==> src/rtl/b58m_pkg.sv <==
// Shared types, codes and the Base58 symbol decoder for the multi-pattern matcher.
package b58m_pkg;

   localparam int EPOCH_W = 8;

   typedef enum logic [1:0] {
      KIND_CHAR  = 2'd0,
      KIND_TRANS = 2'd1,
      KIND_RANGE = 2'd2,
      KIND_ID    = 2'd3
   } kind_type;

   typedef enum logic [3:0] {
      ST_CLEAR,
      ST_IDLE,
      ST_TW_MUL,
      ST_TW_WR,
      ST_TRANS,
      ST_NODE,
      ST_RANGE,
      ST_LIST,
      ST_ID,
      ST_SEEN,
      ST_FLUSH
   } state_type;

   typedef struct packed {
      logic accept;
      logic clr_wr;
      logic tw_mul;
      logic tw_wr;
      logic trans_rd;
      logic node_upd;
      logic list_init;
      logic id_rd;
      logic seen_rd;
      logic j_inc;
      logic match;
      logic flush;
   } cmd_type;

   typedef struct packed {
      logic in_first;
      logic in_sym_ok;
      logic epoch_wrap;
      logic clr_done;
      logic list_done;
      logic pos_oob;
      logic id_ok;
      logic seen_hit;
      logic pend_v;
      logic out_free;
   } status_type;

   // Alphabet position of a byte; bit 6 set marks a byte outside Base58.
   function automatic logic [6:0] sym_of(input logic [7:0] c);
      logic [6:0] r;
      r = 7'h40;
      if (c >= 8'd49 && c <= 8'd57)       r = 7'(c - 8'd49);
      else if (c >= 8'd65 && c <= 8'd72)  r = 7'(c - 8'd56);
      else if (c >= 8'd74 && c <= 8'd78)  r = 7'(c - 8'd57);
      else if (c >= 8'd80 && c <= 8'd90)  r = 7'(c - 8'd58);
      else if (c >= 8'd97 && c <= 8'd107) r = 7'(c - 8'd64);
      else if (c >= 8'd109 && c <= 8'd122) r = 7'(c - 8'd65);
      return r;
   endfunction

endpackage

==> src/rtl/b58m_ctrl.sv <==
// Sequencing state machine of the multi-pattern matcher.
module b58m_ctrl (
   input  logic                 clock,
   input  logic                 reset,
   input  logic                 req_valid,
   input  logic [1:0]           req_kind,
   output logic                 req_ready,
   input  b58m_pkg::status_type status,
   output b58m_pkg::cmd_type    cmd
);

   b58m_pkg::state_type state_ff, state_in;

   always_ff @(posedge clock) begin
      if (reset) begin
         state_ff <= b58m_pkg::ST_CLEAR;
      end else begin
         state_ff <= state_in;
      end
   end

   always_comb begin
      cmd       = '0;
      req_ready = 1'b0;
      state_in  = state_ff;
      case (state_ff)
         b58m_pkg::ST_CLEAR: begin
            cmd.clr_wr = 1'b1;
            if (status.clr_done) begin
               state_in = b58m_pkg::ST_IDLE;
            end
         end
         b58m_pkg::ST_IDLE: begin
            req_ready = 1'b1;
            if (req_valid) begin
               cmd.accept = 1'b1;
               case (b58m_pkg::kind_type'(req_kind))
                  b58m_pkg::KIND_CHAR: begin
                     if (status.in_first) begin
                        if (status.epoch_wrap) begin
                           state_in = b58m_pkg::ST_CLEAR;
                        end
                     end else if (status.in_sym_ok) begin
                        state_in = b58m_pkg::ST_TRANS;
                     end
                  end
                  b58m_pkg::KIND_TRANS: state_in = b58m_pkg::ST_TW_MUL;
                  default: state_in = b58m_pkg::ST_IDLE;
               endcase
            end
         end
         b58m_pkg::ST_TW_MUL: begin
            cmd.tw_mul = 1'b1;
            state_in   = b58m_pkg::ST_TW_WR;
         end
         b58m_pkg::ST_TW_WR: begin
            cmd.tw_wr = 1'b1;
            state_in  = b58m_pkg::ST_IDLE;
         end
         b58m_pkg::ST_TRANS: begin
            cmd.trans_rd = 1'b1;
            state_in     = b58m_pkg::ST_NODE;
         end
         b58m_pkg::ST_NODE: begin
            cmd.node_upd = 1'b1;
            state_in     = b58m_pkg::ST_RANGE;
         end
         b58m_pkg::ST_RANGE: begin
            cmd.list_init = 1'b1;
            state_in      = b58m_pkg::ST_LIST;
         end
         b58m_pkg::ST_LIST: begin
            if (status.list_done) begin
               state_in = b58m_pkg::ST_FLUSH;
            end else if (status.pos_oob) begin
               cmd.j_inc = 1'b1;
            end else begin
               cmd.id_rd = 1'b1;
               state_in  = b58m_pkg::ST_ID;
            end
         end
         b58m_pkg::ST_ID: begin
            if (status.id_ok) begin
               cmd.seen_rd = 1'b1;
               state_in    = b58m_pkg::ST_SEEN;
            end else begin
               cmd.j_inc = 1'b1;
               state_in  = b58m_pkg::ST_LIST;
            end
         end
         b58m_pkg::ST_SEEN: begin
            if (status.seen_hit) begin
               cmd.j_inc = 1'b1;
               state_in  = b58m_pkg::ST_LIST;
            end else if (!status.pend_v || status.out_free) begin
               cmd.match = 1'b1;
               state_in  = b58m_pkg::ST_LIST;
            end
         end
         b58m_pkg::ST_FLUSH: begin
            if (!status.pend_v) begin
               state_in = b58m_pkg::ST_IDLE;
            end else if (status.out_free) begin
               cmd.flush = 1'b1;
               state_in  = b58m_pkg::ST_IDLE;
            end
         end
         default: state_in = b58m_pkg::ST_IDLE;
      endcase
   end

endmodule

==> config.mk <==
export PLATFORM = sky130hd
export DESIGN_NAME = b58m_ctrl
export DESIGN_NICKNAME = d
export VERILOG_FILES = /design/src/rtl/b58m_pkg.sv /design/src/rtl/b58m_ctrl.sv
export SDC_FILE = /design/constraint.sdc
export NUM_CORES = 1
export LEC_CHECK = 0
export ABC_AREA = 1
export BUFFER_PORTS_ARGS = -buffer_cell sky130_fd_sc_hd__buf_4
export CAP_MARGIN = 20
export CORE_MARGIN = 2
export CORE_UTILIZATION = 34
export CTS_CLUSTER_DIAMETER = 150
export CTS_CLUSTER_SIZE = 10
export DETAILED_ROUTE_END_ITERATION = 10
export PLACE_DENSITY = 0.7
export SLEW_MARGIN = 20
export SYNTH_ARGS = -nofsm -noshare
export SYNTH_HDL_FRONTEND = slang
export SYNTH_SLANG_ARGS = --single-unit
==> constraint.sdc <==
create_clock -name clock -period 1.66 [get_ports clock]
set_input_delay 0.332 -clock clock [delete_from_list [all_inputs] [get_ports clock]]
set_output_delay 0.332 -clock clock [all_outputs]
set_load 0.05 [all_outputs]
======== After elaboration in Yosys (flattened, before gate mapping) ========
Cells that the tools add are included.
W data, S select, Z words.
word-level totals
  register bits after elaboration ......... 4
  bits of input ports ..................... 15
  output and inout port bits .............. 13
  logic and storage cells ................. 63
cells by class
  equality and inequality tests ........... 18
  mux-type cells .......................... 39
  reductions and logical operators ........ 5
operator list
  cell                  count
  $mux W4               12
  $pmux W4 S10          1
  $mux W1               24
  $eq A4 B3 Y1 const B  4
  $eq A4 B4 Y1 const B  3
  $ne A3 B3 Y1 const B  3
  $eq A4 B2 Y1 const B  2
  $ne A4 B4 Y1 const B  2
  $pmux W4 S2           1
  $reduce_and A7 Y1     1
  $eq A4 B1 Y1 const B  1
  $logic_not A4 Y1      1
  $ne A2 B2 Y1 const B  2
  $pmux W1 S3           1
  $eq A2 B1 Y1 const B  1
  $logic_not A2 Y1      1
  $logic_not A1 Y1      1
  $logic_or A1 B1 Y1    1

======== Logic depth before layout (Yosys ltp) ========
Gate-level depths: netlist of run 1.
  word-level depth ........................ 5
  mapped depth ............................ 10

======== Least setup slack after synthesis of run 1 ========
OpenSTA, ideal clock, no wires.
  path type ............................... reg2out
  from .................................... reg state_ff[1]
  to ...................................... out cmd[0] (netlist bit)
  data arrival time ....................... 2.012 ns
  slack ................................... -0.684 ns
  stages on the path, launching flop included .. 3
  path buffers ............................ 0
  path through ............................ dfxtp_1 inv_2 nor4_1
RTL lines
  element                   line             text
  start: declaration        b58m_ctrl.sv:12  b58m_pkg::state_type state_ff, state_in;
  start signal: assignment  b58m_ctrl.sv:16  state_ff <= b58m_pkg::ST_CLEAR;
  start signal: assignment  b58m_ctrl.sv:18  state_ff <= state_in;
  end: declaration          b58m_ctrl.sv:9   output b58m_pkg::cmd_type cmd

==> results of run 1 <==
## per-stage QoR
step,setup WS (ns),util,area [sq um]
6_report,0.05481,0.5664,843.3
5_1_grt,-0.02903,0.5664,843.3
4_1_cts,0.001256,0.5487,817.0
3_5_place_dp,0.1351,0.5294,788.3
3_3_place_gp,0.1514,0.5294,788.3
2_1_floorplan,-0.1339,-,573.1
## cells in the final DEF, fill, tap and decap left out, drive strengths merged
cell type	netlist	layout
nand2	27	27
nand3	11	11
nor4	1	1
dfxtp	4	4
nor3	5	5
clkinv	1	1
nand3b	1	1
nand4	2	2
o21ai	3	3
inv	21	21
o2111ai	1	1
buf	1	29
nor2	25	25
clkbuf	0	3
## cell usage after synthesis
library cell,number,area (sq um)
dfxtp_1,4,80.08
nand3_2,2,20.02
inv_1,18,67.56
o21ai_0,2,10.01
nand3_1,9,45.04
buf_4,1,7.510
inv_2,3,11.26
o21ai_1,1,5.000
o2111ai_1,1,8.760
nand2_2,4,25.02
nor2_4,2,22.52
nor3_1,5,25.02
nand4_1,2,12.51
nor2_1,21,78.83
nand3b_1,1,7.510
nor2_2,2,12.51
nor4_1,1,6.260
clkinv_1,1,3.750
nand2_1,23,86.33
## timing repair
item                                    4_1_cts  5_1_grt
setup buffers                                 0        2
gates resized for setup                       5        4
pin swaps                                     0        1
endpoints found under the setup margin        7        6
## worst register-to-register path, stage by stage (launching register included)
cell and delay, ns:
dfxtp_2 0.39, inv_2 0.08, nand2_2 0.09, nor2_4 0.05, buf_4 0.14, nand3_1 0.06, nand3_1 0.08, nor2_2 0.15
nand2_1 0.07, nand2_1 0.06, nor2_1 0.04
## layout make-up
cell class / instances / share of cell area
Sequential cell: 4 / 0.1039
Tap cell: 16 / 0.02374
Multi-Input combinational cell: 76 / 0.4807
Inverter: 22 / 0.09792
Timing Repair Buffer: 29 / 0.2671
Clock buffer: 3 / 0.02671
## report_power, final
part	switching, W	leakage [nW]	total (W)	internal (W)
clock	0.0000431	0.0138	0.000124	0.0000811
combinational	0.000688	0.438	0.00103	0.000338
sequential	0.0000740	0.0347	0.000224	0.000150
total	0.000805	0.486	0.00137	0.000569
## logic make-up (layout without fill, tap and decap cells)
family | after synthesis | count (layout) | synth area share
buffers and inverters | 23 | 54 | 0.1682
flip-flops | 4 | 4 | 0.1495
AO/OA/AOI/OAI | 4 | 4 | 0.04439
AND/OR/NAND/NOR | 72 | 72 | 0.6378
## worst paths after layout
kind | startpoint | slack, ns | cells past startpoint | endpoint
max | state_ff[0]$_SDFFE_PP0P_ | 0.05 | 4 | cmd[2]
min | reset | 0.35 | 4 | state_ff[0]$_SDFFE_PP0P_
max reg2reg | state_ff[1]$_SDFFE_PP0P_ | 0.35 | 10 | state_ff[1]$_SDFFE_PP0P_
min reg2reg | state_ff[2]$_SDFFE_PP0P_ | 0.52 | 2 | state_ff[2]$_SDFFE_PP0P_
## per-layer routing
metal,vias to the layer above,global-route usage,share of wire
met2,31,0.3029,0.52
li1,380,-,-
met4,0,0.03636,0.0092
met1,315,0.2076,0.40
met3,2,0.02500,0.072
met5,-,0,0
==> results.toml, run 1 <==
[detailed_routing]
viasPerCell = 4.853
drc = 0
wl_um = 1523
ant_nets = 0
routedWlPerCell_um = 10.15
drt_iter0_markers = 16
drt_first_pass_iters = 4
vias = 728

[synth]
avgSynthCellArea_sq_um = 5.199
postSynthCellCount = 103
synth-seq-area-share = 0.1495
synthesis.nets = 118
ys_seq_elements = 4
synth_cell_type_count = 19
ys_warn_count = 0
syn_area_sq_um = 535.5

[clocking]
htreeDepth = 1
cts_buffers = 3
clock_path_buffers = 2
path_clk_slew_ns = 0.04
cts_tree = "done"
insertion_delay_ns = 0.24
clkSinkCount = 4
holdBufCountCts = 0
cts_root_buf = "clkbuf_4"

[cells_and_area]
final_nets = 151
fillCellCount = 169
layout-area-overhead-vs-synth_pct = 57.48
reg_top3 = "state_ff: 4 flops"
top_register = "state_ff"
multi_input_area_sq_um = 405.4
fin_cells = 150
largest_reg_flops = 4
drive_gt1_frac = 0.4254
diodes = 0
ff_latch_area_sq_um = 87.58

[global_routing]
grt-ovfl-total = 0
grt_pass1_vias = 630
track_usage = 0.1677
grt_pass1_wl_um = 2470
antenna_found_initial = 0
grt_max_degree = 9

[placed_design]
gp_congestion = 0.8656
hpwlAfterDp_um = 1294
port_buffers = 27
dpl.cell_count = 145

[floorplan]
boundaryPins = 28
fp.dieH_um = 43.69
die_area_sq_um = 1908
dieWidth_um = 43.69
start_util = 0.3597
core_sq_um = 1489
num_rows = 14

[min_path]
hold_path_class = "input pin to flip-flop"

[pwr]
p_per_area_nw_per_um2 = 1629
p_total_w = 0.001374
leakage_nw = 0.4863
ir_worst_vdd_mv = 0.8420

[sta]
finalClockSkew_ns = 0.003858
timing.final.crit_period_ns = 1.605
rsz0062_at_grt = "true"
setup_violations = 0
clock.fmax_mhz = 623.0
hold_slack_ns = 0.3490
hold_viol_final = 0
tightest_slew_ns = 0.2813
fin_crit_sh = 0.9670
relSlewSlack = 0.8118
fin_setup_tns_ns = 0
slew_violations = 0

[critical_path]
cp_data_required_time_ns = 1.33
critPathArrivalTime_ns = 1.27
critPathTopFamily = "simple AND/OR/NAND/NOR gates"
worstPathCellList = "nor2_1 -> nand3_1 -> nand3_1 -> buf_4"
crit_path_end_kind = "output pin"
crit_buf_inv = 1
setup.worst_path.start_class = "flip-flop"
path_class = "flip-flop to output pin"
cp_common_cell = "nand3_1"
cp_max_fo = 8
cp_slowest_cell = "dfxtp_4"
max_stage_delay_ns = 0.37

[job]
max-cap-violations = 0

[status]
outcome = "completed"
Power figures use the tool's default switching activity.
==> inputs of run 2 (changes only) <==
--- a/config.mk
+++ b/config.mk
@@ -13,7 +13,8 @@
 export CTS_CLUSTER_DIAMETER = 150
 export CTS_CLUSTER_SIZE = 10
 export DETAILED_ROUTE_END_ITERATION = 10
-export PLACE_DENSITY = 0.7
+export PLACE_DENSITY_LB_ADDON = 0.2
+export SETUP_SLACK_MARGIN = 0.5
 export SLEW_MARGIN = 20
 export SYNTH_ARGS = -nofsm -noshare
 export SYNTH_HDL_FRONTEND = slang
==> run 2 against run 1 <==
Net effect: sequential power up 20%; die area stayed put; routed wire length is 18% higher; critical path type unchanged; largest cell class unchanged.
==> results.toml, run 2 (synthesis gave the netlist of run 1 again) <==
[floorplan]
start_util = 0.3597
boundaryPins = 28
dieWidth_um = 43.69
num_rows = 14
core_sq_um = 1489
die_area_sq_um = 1908
fp.dieH_um = 43.69

[clocking]
clkSinkCount = 4
htreeDepth = 1
clock_path_buffers = 2
cts_buffers = 3
path_clk_slew_ns = 0.05
cts_root_buf = "clkbuf_4"
cts_tree = "done"
insertion_delay_ns = 0.25

[detailed_routing]
vias = 773
viasPerCell = 4.955
ant_nets = 0
drt_first_pass_iters = 4
routedWlPerCell_um = 11.50
drc = 0
drt_iter0_markers = 12
wl_um = 1794

[pwr]
p_per_area_nw_per_um2 = 1656
p_total_w = 0.001850
ir_worst_vdd_mv = 1.435
leakage_nw = 0.5423

[sta]
timing.final.crit_period_ns = 1.620
fin_crit_sh = 0.9760
relSlewSlack = 0.8140
clock.fmax_mhz = 617.2
slew_violations = 0
tightest_slew_ns = 0.2779
hold_viol_final = 0
finalClockSkew_ns = 0.01452
hold_slack_ns = 0.3436
setup_violations = 0
rsz0062_at_grt = "true"
fin_ws_ns = 0.03981

[critical_path]
worstPathCellList = "inv_4 -> nor2_2 -> nand2_1 -> nor2_4 -> buf_6"
crit_start = "state_ff[3]$_SDFFE_PP0P_"
rr_worst_depth = 12
cp_data_required_time_ns = 1.33
setup.worst_path.start_class = "flip-flop"
r2r-start = "state_ff[3]$_SDFFE_PP0P_"
cp_max_fo = 4
path_class = "flip-flop to output pin"
crit_path_end_kind = "output pin"
critPathArrivalTime_ns = 1.29
max_stage_delay_ns = 0.39
rrSetupSlack_ns = 0.18
r2r_end = "state_ff[1]$_SDFFE_PP0P_"
cp_slowest_cell = "dfxtp_4"

[global_routing]
grt_util_met2 = 0.3765
track_usage = 0.2095
grt_max_degree = 9
grt-ovfl-total = 0
busiest_layer = "met2"
gr-usage-met1 = 0.2487
grt_pass1_vias = 756
antenna_found_initial = 0
grt_pass1_wl_um = 3022
grt_use_met3 = 0.06250

[cells_and_area]
layout_commonest_cell = "nand2_1"
fin_util = 0.7504
fillCellCount = 112
reg_top3 = "state_ff: 4 flops"
final_nets = 156
drive_gt1_frac = 0.5929
largest_reg_flops = 4
final_cell_mix = "nand2_1 (18), buf_4 (17), nor2_1 (14), buf_6 (12), inv_1 (11)"
diodes = 0
layout-area-overhead-vs-synth_pct = 108.6
top_register = "state_ff"

[min_path]
hold_depth = 4
hold_start = "reset"
hold_path_class = "input pin to flip-flop"
min_to = "state_ff[3]$_SDFFE_PP0P_"

[status]
outcome = "completed"

[placed_design]
hpwlAfterDp_um = 1258
preCtsSetupSlack_ns = 0.2039
gp_congestion = 0.8796
port_buffers = 27

[job]
max-cap-violations = 0
[run 2: cell count changes in the layout (fill, tap and decap cells not counted), sizes merged]
| cell | delta |
|---|---|
| inv | -4 |
| clkinvlp | +4 |
| clkbuf | +1 |
| buf | +5 |
[run 2: worst max-delay path by stage]
stage	endpoint	slack [ns]	cells after the start
finish	cmd[3]	0.04	5
detailed placement	cmd[1]	0.20	5
global route	cmd[1]	-0.02	5
CTS	cmd[2]	0.05	6
floorplan	cmd[11]	0.14	5
global placement	cmd[1]	0.23	5
[run 2: what timing repair did]
action,in CTS,in global routing
endpoints found under the setup margin,17,17
pin swaps,8,5
gates resized for setup,33,15
buffers inserted,5,2
hold buffers,0,0
[run 2: through the flow]
step,cell area [sq um],TNS [ns],std cells
3_3_place_gp,863.3,0,145
5_1_grt,1117,-0.06874,156
3_5_place_dp,863.3,0,145
6_report,1117,0,156
4_1_cts,1045,0,154
2_1_floorplan,651.9,0,103
[run 2: layer usage]
| metal | part of all wire | up-vias |
|---|---|---|
| met3 | 0.056 | 0 |
| met2 | 0.54 | 27 |
| li1 | - | 397 |
| met4 | 0 | 0 |
| met1 | 0.41 | 349 |
| met5 | 0 | - |
[run 2: final cells by class]
| type | count | area, sq um | area share |
|---|---|---|---|
| clock buffer | 4 | 26.28 | 0.02352 |
| sequential | 4 | 95.09 | 0.08511 |
| tap | 16 | 20.02 | 0.01792 |
| multi-input combinational | 76 | 529.3 | 0.4737 |
| inverter | 22 | 108.9 | 0.09742 |
| timing repair buffer | 34 | 337.8 | 0.3024 |
[run 2: power breakdown]
| group | internal (W) | switching, W |
|---|---|---|
| Combinational | 0.000581 | 0.000863 |
| Clock | 0.0000906 | 0.0000470 |
| Sequential | 0.000159 | 0.000109 |
| Total | 0.000831 | 0.00102 |
[run 2: critical path, delay by kind of cell (launching register included)]
kind / cells / cell delay, ns
simple gates: 3 / 0.43
flops: 1 / 0.39
buf+inv: 2 / 0.22
==> inputs of run 3 (changes only) <==
--- a/config.mk
+++ b/config.mk
@@ -8,11 +8,11 @@
 export ABC_AREA = 1
 export BUFFER_PORTS_ARGS = -buffer_cell sky130_fd_sc_hd__buf_4
 export CAP_MARGIN = 20
-export CORE_MARGIN = 2
-export CORE_UTILIZATION = 34
+export CORE_AREA = 2 2 39 41
 export CTS_CLUSTER_DIAMETER = 150
 export CTS_CLUSTER_SIZE = 10
 export DETAILED_ROUTE_END_ITERATION = 10
+export DIE_AREA = 0 0 41 43
 export PLACE_DENSITY_LB_ADDON = 0.2
 export SETUP_SLACK_MARGIN = 0.5
 export SLEW_MARGIN = 20
==> run 3 against run 2 <==
Net effect: the run now ends with setup timing left; core utilization is 13 points higher; first-iteration DRC count is 83% higher; cell count is 4.5% higher; clock power hardly changed; total power is 8.9% higher; die area is 7.6% lower; sequential power is 3% higher; critical endpoint is now cmd[1].
==> results.toml, run 3 (synthesis gave the netlist of run 1 again) <==
[status]
outcome = "complete, but fails checks"
violations = "setup timing"

[global_routing]
grt_use_met3 = 0.02618
grt_util_met2 = 0.3813
track_usage = 0.2334
gr-usage-met1 = 0.3139
grt_max_degree = 9
busiest_layer = "met2"
grt-ovfl-total = 0
antenna_found_initial = 0
grt_pass1_wl_um = 2911
grt_pass1_vias = 719

[critical_path]
critPathTopFamily = "simple AND/OR/NAND/NOR gates"
crit_buf_inv = 2
max_stage_delay_ns = 0.42
crit_path_end_kind = "output pin"
path_class = "flip-flop to output pin"
worstPathCellList = "inv_2 -> nor2_4 -> nand2_1 -> nor3_4 -> buf_6"
cp_slowest_cell = "dfxtp_4"
critPathArrivalTime_ns = 1.35
cp_data_required_time_ns = 1.33
cp_max_fo = 7
setup.worst_path.start_class = "flip-flop"

[clocking]
htreeDepth = 1
clkSinkCount = 4
insertion_delay_ns = 0.24
cts_tree = "done"
path_clk_slew_ns = 0.05
clock_path_buffers = 2
cts_buffers = 3
cts_root_buf = "clkbuf_4"

[pwr]
leakage_nw = 0.5868
p_int_w = 0.0009058
p_per_area_nw_per_um2 = 1653
ir_worst_vdd_mv = 1.119
pwr-share-clk = 0.067
swShare = 0.5503
pwr-share-comb = 0.796
switchingPower_w = 0.001109
p_seq_frac = 0.137

[detailed_routing]
drt_first_pass_iters = 5
vias = 849
viasPerCell = 5.209
ant_nets = 0
drt_iter0_markers = 22
drc = 0
routedWlPerCell_um = 14.29
wl_um = 2329

[cells_and_area]
drive_gt1_frac = 0.6531
top_register = "state_ff"
largest_reg_flops = 4
fin_cells = 163
final_nets = 163
final_cell_mix = "buf_4 (19), buf_6 (16), nand2_1 (14), nor2_1 (12), inv_1 (11)"
diodes = 0
fin_util = 0.8807
layout_commonest_cell = "buf_4"
layout-area-overhead-vs-synth_pct = 127.6
reg_top3 = "state_ff: 4 flops"
fillCellCount = 72

[sta]
slew_violations = 0
fin_crit_sh = 1.016
tightest_slew_ns = 0.3258
timing.final.crit_period_ns = 1.687
fin_ws_ns = -0.02691
rsz0062_at_grt = "true"
hold_viol_final = 0
setup_violations = 4
clock.fmax_mhz = 592.8
relSlewSlack = 0.7820
finalClockSkew_ns = 0.008496

[placed_design]
gp_congestion = 0.8490
preCtsSetupSlack_ns = 0.2048
hpwlAfterDp_um = 1304
port_buffers = 27
dpl.cell_count = 145

[floorplan]
die_area_sq_um = 1763
core_sq_um = 1384
num_rows = 14
start_util = 0.3870
fp.dieH_um = 43
boundaryPins = 28
dieWidth_um = 41

[min_path]
hold_path_class = "input pin to flip-flop"

[job]
max-cap-violations = 0
==> run 3: stage by stage <==
step / instance area, sq um / power [W] / TNS, ns / hold slack [ns]
after global routing: 1219 / 0.002110 / -0.2234 / 0.3491
after global placement: 863.3 / 0.001275 / 0 / 0.5273
after detailed placement: 863.3 / 0.001283 / 0 / 0.5297
final: 1219 / 0.002014 / -0.04622 / 0.3480
after floorplan: 651.9 / 0.001069 / 0 / 0.4911
after CTS: 1015 / 0.001597 / 0 / 0.3635
==> run 3: worst paths after layout <==
check,startpoint,endpoint,slack [ns],cells past startpoint
setup / recovery,state_ff[0]$_SDFFE_PP0P_,cmd[1],-0.03,5
hold / removal,reset,state_ff[3]$_SDFFE_PP0P_,0.35,4
setup reg to reg,state_ff[2]$_SDFFE_PP0P_,state_ff[0]$_SDFFE_PP0P_,0.16,12
hold reg to reg,state_ff[2]$_SDFFE_PP0P_,state_ff[2]$_SDFFE_PP0P_,0.57,2
==> run 3: cell type report <==
class | count | area, sq um | share of cell area
inverter | 22 | 108.9 | 0.08932
timing repair buffer | 41 | 412.9 | 0.3388
multi-input combinational | 76 | 555.5 | 0.4559
tap | 16 | 20.02 | 0.01643
sequential | 4 | 95.09 | 0.07803
clock buffer | 4 | 26.28 | 0.02156
==> run 3: timing repair <==
action,4_1_cts,5_1_grt
hold buffers,0,0
hold endpoints to repair,0,0
setup buffers,4,10
gates resized for setup,29,33
pin swaps,7,14
endpoints found under the setup margin,17,17
==> run 3: worst min-delay path, cell delays in order <==
cell     delay [ns]
buf_4          0.08
nor3_1         0.05
o21ai_2        0.05
inv_1          0.03
==> run 3: power groups by stage <==
stage                     logic [W]  clock network, W  registers [W]
after floorplan            0.000873                 0       0.000195
after global placement      0.00104                 0       0.000237
after detailed placement    0.00104                 0       0.000241
after CTS                   0.00121          0.000136       0.000255
after global routing        0.00169          0.000142       0.000279
final                       0.00160          0.000136       0.000276
==> run 3: metal layers <==
metal / part of all wire / wire, um / up-vias
met5: 0 / 0 / -
met4: 0.024 / 55 / 0
met3: 0.046 / 106 / 10
met2: 0.51 / 1194 / 44
met1: 0.42 / 973 / 389
li1: - / - / 406
